--- src/vrn_pkg.sv ---
// shared types, widths and constants for the reflect and normalise block
package vrn_pkg;

    // fixed field widths
    localparam int IN_W       = 16;
    localparam int OUT_W      = 16;
    localparam int OUT_FRAC   = 14;
    localparam int PROJ_SHIFT = 22;

    // internal widths, sized for the input width above
    localparam int P_W    = 2 * IN_W;          // one incident by normal product
    localparam int D_W    = P_W + 2;           // dot product
    localparam int T_W    = D_W + IN_W;        // dot product times a normal component
    localparam int R_W    = IN_W + 12;         // reflected component
    localparam int S_W    = 2 * R_W;           // squared length
    localparam int ROOT_W = S_W / 2;           // integer square root
    localparam int MAG_W  = R_W - 1;           // magnitude of a reflected component
    localparam int NUM_W  = MAG_W + OUT_FRAC;  // dividend
    localparam int Q_W    = OUT_FRAC + 1;      // quotient magnitude

    // queue between front and back
    localparam int FIFO_DEPTH = 4;
    localparam int FIFO_AW    = $clog2(FIFO_DEPTH);

    typedef struct packed {
        logic signed [IN_W-1:0] inc_x;
        logic signed [IN_W-1:0] inc_y;
        logic signed [IN_W-1:0] inc_z;
        logic signed [IN_W-1:0] nrm_x;
        logic signed [IN_W-1:0] nrm_y;
        logic signed [IN_W-1:0] nrm_z;
    } in_word_t;

    typedef struct packed {
        logic signed [OUT_W-1:0] refl_x;
        logic signed [OUT_W-1:0] refl_y;
        logic signed [OUT_W-1:0] refl_z;
        logic                    zero_length;
    } out_word_t;

    // reflected vector with its squared length, front to back
    typedef struct packed {
        logic signed [R_W-1:0] rx;
        logic signed [R_W-1:0] ry;
        logic signed [R_W-1:0] rz;
        logic [S_W-1:0]        s;
        logic                  zero;
    } refl_t;

    // reflected vector with its length, square root to divider
    typedef struct packed {
        logic signed [R_W-1:0] rx;
        logic signed [R_W-1:0] ry;
        logic signed [R_W-1:0] rz;
        logic [ROOT_W-1:0]     m;
        logic                  zero;
    } root_t;

endpackage

--- src/vrn_fifo.sv ---
// short queue of reflected words between front and back
module vrn_fifo import vrn_pkg::*; (
    input  logic  clk,
    input  logic  rst_n,
    input  logic  push,
    input  refl_t push_data,
    input  logic  pop,
    output refl_t pop_data,
    output logic  full,
    output logic  empty
);

    refl_t                mem [FIFO_DEPTH];
    logic [FIFO_AW-1:0]   wr_ptr_reg;
    logic [FIFO_AW-1:0]   rd_ptr_reg;
    logic [FIFO_AW:0]     count_reg;
    logic                 do_push;
    logic                 do_pop;

    assign full     = (count_reg == (FIFO_AW+1)'(FIFO_DEPTH));
    assign empty    = (count_reg == '0);
    assign do_push  = push && !full;
    assign do_pop   = pop && !empty;
    assign pop_data = mem[rd_ptr_reg];

    // pointers and fill count
    always_ff @(posedge clk or negedge rst_n)
    begin
        if (!rst_n)
        begin
            wr_ptr_reg <= '0;
            rd_ptr_reg <= '0;
            count_reg  <= '0;
        end
        else
        begin
            if (do_push)
            begin
                wr_ptr_reg <= wr_ptr_reg + 1'b1;
            end
            if (do_pop)
            begin
                rd_ptr_reg <= rd_ptr_reg + 1'b1;
            end
            if (do_push && !do_pop)
            begin
                count_reg <= count_reg + 1'b1;
            end
            else if (do_pop && !do_push)
            begin
                count_reg <= count_reg - 1'b1;
            end
        end
    end

    // storage
    always_ff @(posedge clk)
    begin
        if (do_push)
        begin
            mem[wr_ptr_reg] <= push_data;
        end
    end

endmodule

--- config.mk ---
export PLATFORM = sky130hd
export DESIGN_NAME = vrn_fifo
export DESIGN_NICKNAME = d
export VERILOG_FILES = /design/src/vrn_pkg.sv /design/src/vrn_fifo.sv
export SDC_FILE = /design/constraint.sdc
export NUM_CORES = 1
export LEC_CHECK = 0
export ABC_AREA = 1
export BUFFER_PORTS_ARGS = -buffer_cell sky130_fd_sc_hd__clkbuf_2
export CORE_MARGIN = 1
export CORE_UTILIZATION = 45
export CTS_BUF_LIST = sky130_fd_sc_hd__clkbuf_16
export CTS_CLUSTER_SIZE = 14
export DETAILED_ROUTE_END_ITERATION = 8
export SLEW_MARGIN = 40
export SYNTH_ARGS = -nofsm -noshare
export SYNTH_HDL_FRONTEND = slang
export SYNTH_SLANG_ARGS = --single-unit
--- constraint.sdc ---
create_clock -name clk -period 7.96 [get_ports clk]
set_input_delay 2.388 -clock clk [delete_from_list [all_inputs] [get_ports clk]]
set_output_delay 2.388 -clock clk [all_outputs]
set_load 0.02 [all_outputs]
==> key figures <==
Run status
  – Status: completed

Power
  – Lkg Pwr: 10.78 nW
  – Max IR drop VDD: 0.0003628 V
  – Sw Pwr: 3.845 mW
  – Overall Power: about 10 mW
  – Combinational Power Share: 0.351
  – Clk pwr share: 0.256
  – Pwr dens: 388.9 nW/um2
  – Net Sw Frac: 0.3710
  – Internal Power: 6.518 mW
  – Flop pwr share: 0.394

STA
  – Clock skew: 21.92 ps
  – Worst Tran Pin Value: just over 800 ps
  – Fmax: 0.1819 GHz
  – Hold Violations, Final: 0
  – Pins over their slew limit: 0
  – Period utilization: 0.6908
  – Period minus WS final: 5499 ps
  – RSZ-0062 raised after global routing: no
  – Max-slew headroom: 0.4576
  – Count of final setup violators: 0
  – WHS: 513.0 ps
  – Setup Total Neg Slack: 0 ps

Global routing
  – GR Util met2: 0.3087
  – Vias in the first global route: 12,980
  – GR met3 Demand/Resource: 0.03638
  – Initial antenna violation count: 5
  – First-pass GRT wire length: 72,130 um
  – Grt total ovfl: 0
  – Largest net degree at the start of global routing: 162
  – GRT busiest layer: met2
  – GRT Total Usage: 0.1788
  – Met1 Track Usage GR: 0.2268

Yosys
  – Synthesized flop and latch total: 571
  – Synth top area share: 0.7387
  – Synth area leader: edfxtp_1
  – Post-synthesis sequential area ratio: 0.7464
  – Mapped cell area: 22,930 um2
  – Top cells by area, synth: edfxtp_1, o211ai_1, nand2_1, inv_1, buf_6
  – Cells after synthesis: 1,706
  – Syn nets: 1,857
  – Synthesized area per cell: between 10 and 15 um2
  – Post-synth cell types: 19
  – YS warnings: 0

Worst setup path
  – Required time worst endpoint: approximately 5600 ps
  – Crit-path max FO: 161
  – Crit end category: output port
  – Critical Path AT: a little over 3000 ps
  – Setup crit start kind: flip-flop
  – Worst Setup Path Type: reg2out

Route
  – Post-DR wirelength/cell: around 17 um
  – TritonRoute pass-1 iters: 5
  – Drt drc: 0
  – Initial DRC count: 734
  – DR vias/cell: 4.917
  – Total number of vias: around 13,000
  – Antenna Nets Post-Route: 0
  – Drt total wl: 46,310 um

Clock network
  – Clock tree buffer depth: 3
  – Reg clk slew, reported paths: 60 ps
  – Total CTS buffers: a little under 60
  – CTS sink cnt: 571
  – Hold_buf cts: 0
  – Worst skew pair latency: 600 ps
  – Htree depth: 2
  – PostCTS Resize Cnt: 0
  – CTS tree: built
  – Post-CTS Setup Inserts: 0
  – Clk root buf: clkbuf_16

Hold path
  – Hold WC Path Type: reg2reg

Run
  – Maxcap violations: 0

Cells and area
  – Multi-input gate area: slightly below 4000 um2
  – Sequential cell area: 17,120 um2
  – Fin nets: 2,135
  – Share of layout cells above drive strength 1: 0.1978
  – Max reg flops: 564
  – Synth-to-layout area growth: 16.24%
  – Fillers: between 4,000 and 5,000

Placement
  – Final GP Congestion: 0.7207
  – PortBufs: 287
  – Dpl hpwl: 26,600 um

Die
  – Die ar.: 51,850 um2
  – Row count: 82
  – Die W: roughly 230 um
  – Ports: roughly 290
  – Die H: 227.7 um
  – Core area: 50,170 um2
  – Initial Utilization: 0.4570
per-stage QoR:
step / area (um2) / setup WS (ps) / std cells / utilization
2_1_floorplan: 22930 / -1071 / 1706 / -
3_3_place_gp: 24640 / 3054 / 2590 / 0.4910
3_5_place_dp: 24780 / 2980 / 2595 / 0.4940
4_1_cts: 26640 / 2308 / 2699 / 0.5310
5_1_grt: 26640 / 2127 / 2699 / 0.5310
6_report: 26650 / 2461 / 2701 / 0.5311
worst max-delay path: stages, from the launching register on:
cell	delay [ps]
dfrtp_1	500
inv_16	320
buf_16	470
buf_4	620
nand2_1	120
o211ai_1	120
nand2_1	130
clkbuf_2	180
Yosys cell counts:
library cell and instances:
edfxtp_1 564, nand2_1 441, inv_1 297, o211ai_1 282
buf_6 36, buf_4 20, buf_2 18, clkbuf_1 12
dfrtp_1 7, nand3_1 7, ha_1 5, clkbuf_4 4
nor2_1 4, clkbuf_8 3, inv_4 2, fa_1 1
nand4_1 1, o21ai_0 1, xnor2_1 1
per-layer routing:
metal | vias to the layer above | routed length (um)
li1 | 6538 | -
met1 | 6415 | 20060
met2 | 254 | 22970
met3 | 68 | 2290
met4 | 6 | 951
met5 | - | 34
layout by cell type, fill, tap and decap left out, drive strengths merged:
master,instances
xnor2,1
clkinvlp,2
nand2,441
dfrtp,7
ha,5
o211ai,282
nand3,7
clkbuf,346
nor2,4
nand4,1
bufinv,7
buf,23
edfxtp,564
clkinv,29
fa,1
inv,306
diode,2
o21ai,1
power groups by stage:
stage	Combinational [mW]	Sequential [mW]	Clock, mW
after floorplan	2.65	4.24	0
after global placement	3.63	4.13	0
after detailed placement	3.71	4.14	0
after CTS	3.72	4.08	2.72
after global routing	4.01	4.13	2.83
final	3.63	4.08	2.65
worst paths after layout:
check                                    from             to  slack [ps]  cells past startpoint
worst min-delay path             count_reg[2]   count_reg[2]         510                      2
worst max register to register   count_reg[0]     mem[0][80]        5340                      6
max in group asynchronous               rst_n   count_reg[0]        6160                      1
worst max-delay path            rd_ptr_reg[0]  pop_data[135]        2460                      7
min in group asynchronous               rst_n  rd_ptr_reg[1]        1620                      1
worst min register to register   count_reg[2]   count_reg[2]         510                      2
final cells by class:
cell class	count	share of cell area
Sequential cell	571	0.6423
Multi-Input combinational cell	743	0.1484
Timing Repair Buffer	310	0.06484
Clock buffer	59	0.05540
Inverter	299	0.04291
Tap cell	672	0.03155
Clock inverter	45	0.01441
Antenna cell	2	0.0001878
logic make-up after synthesis:
| group | Yosys count | synth area share |
|---|---|---|
| xor+xnor | 1 | 0.0003821 |
| simple gates | 453 | 0.07466 |
| fa+ha+maj | 6 | 0.003602 |
| flops | 571 | 0.7464 |
| compound gates | 283 | 0.09256 |
| buf+inv | 392 | 0.08241 |
Note: power is estimated with default switching activity, not from simulation.
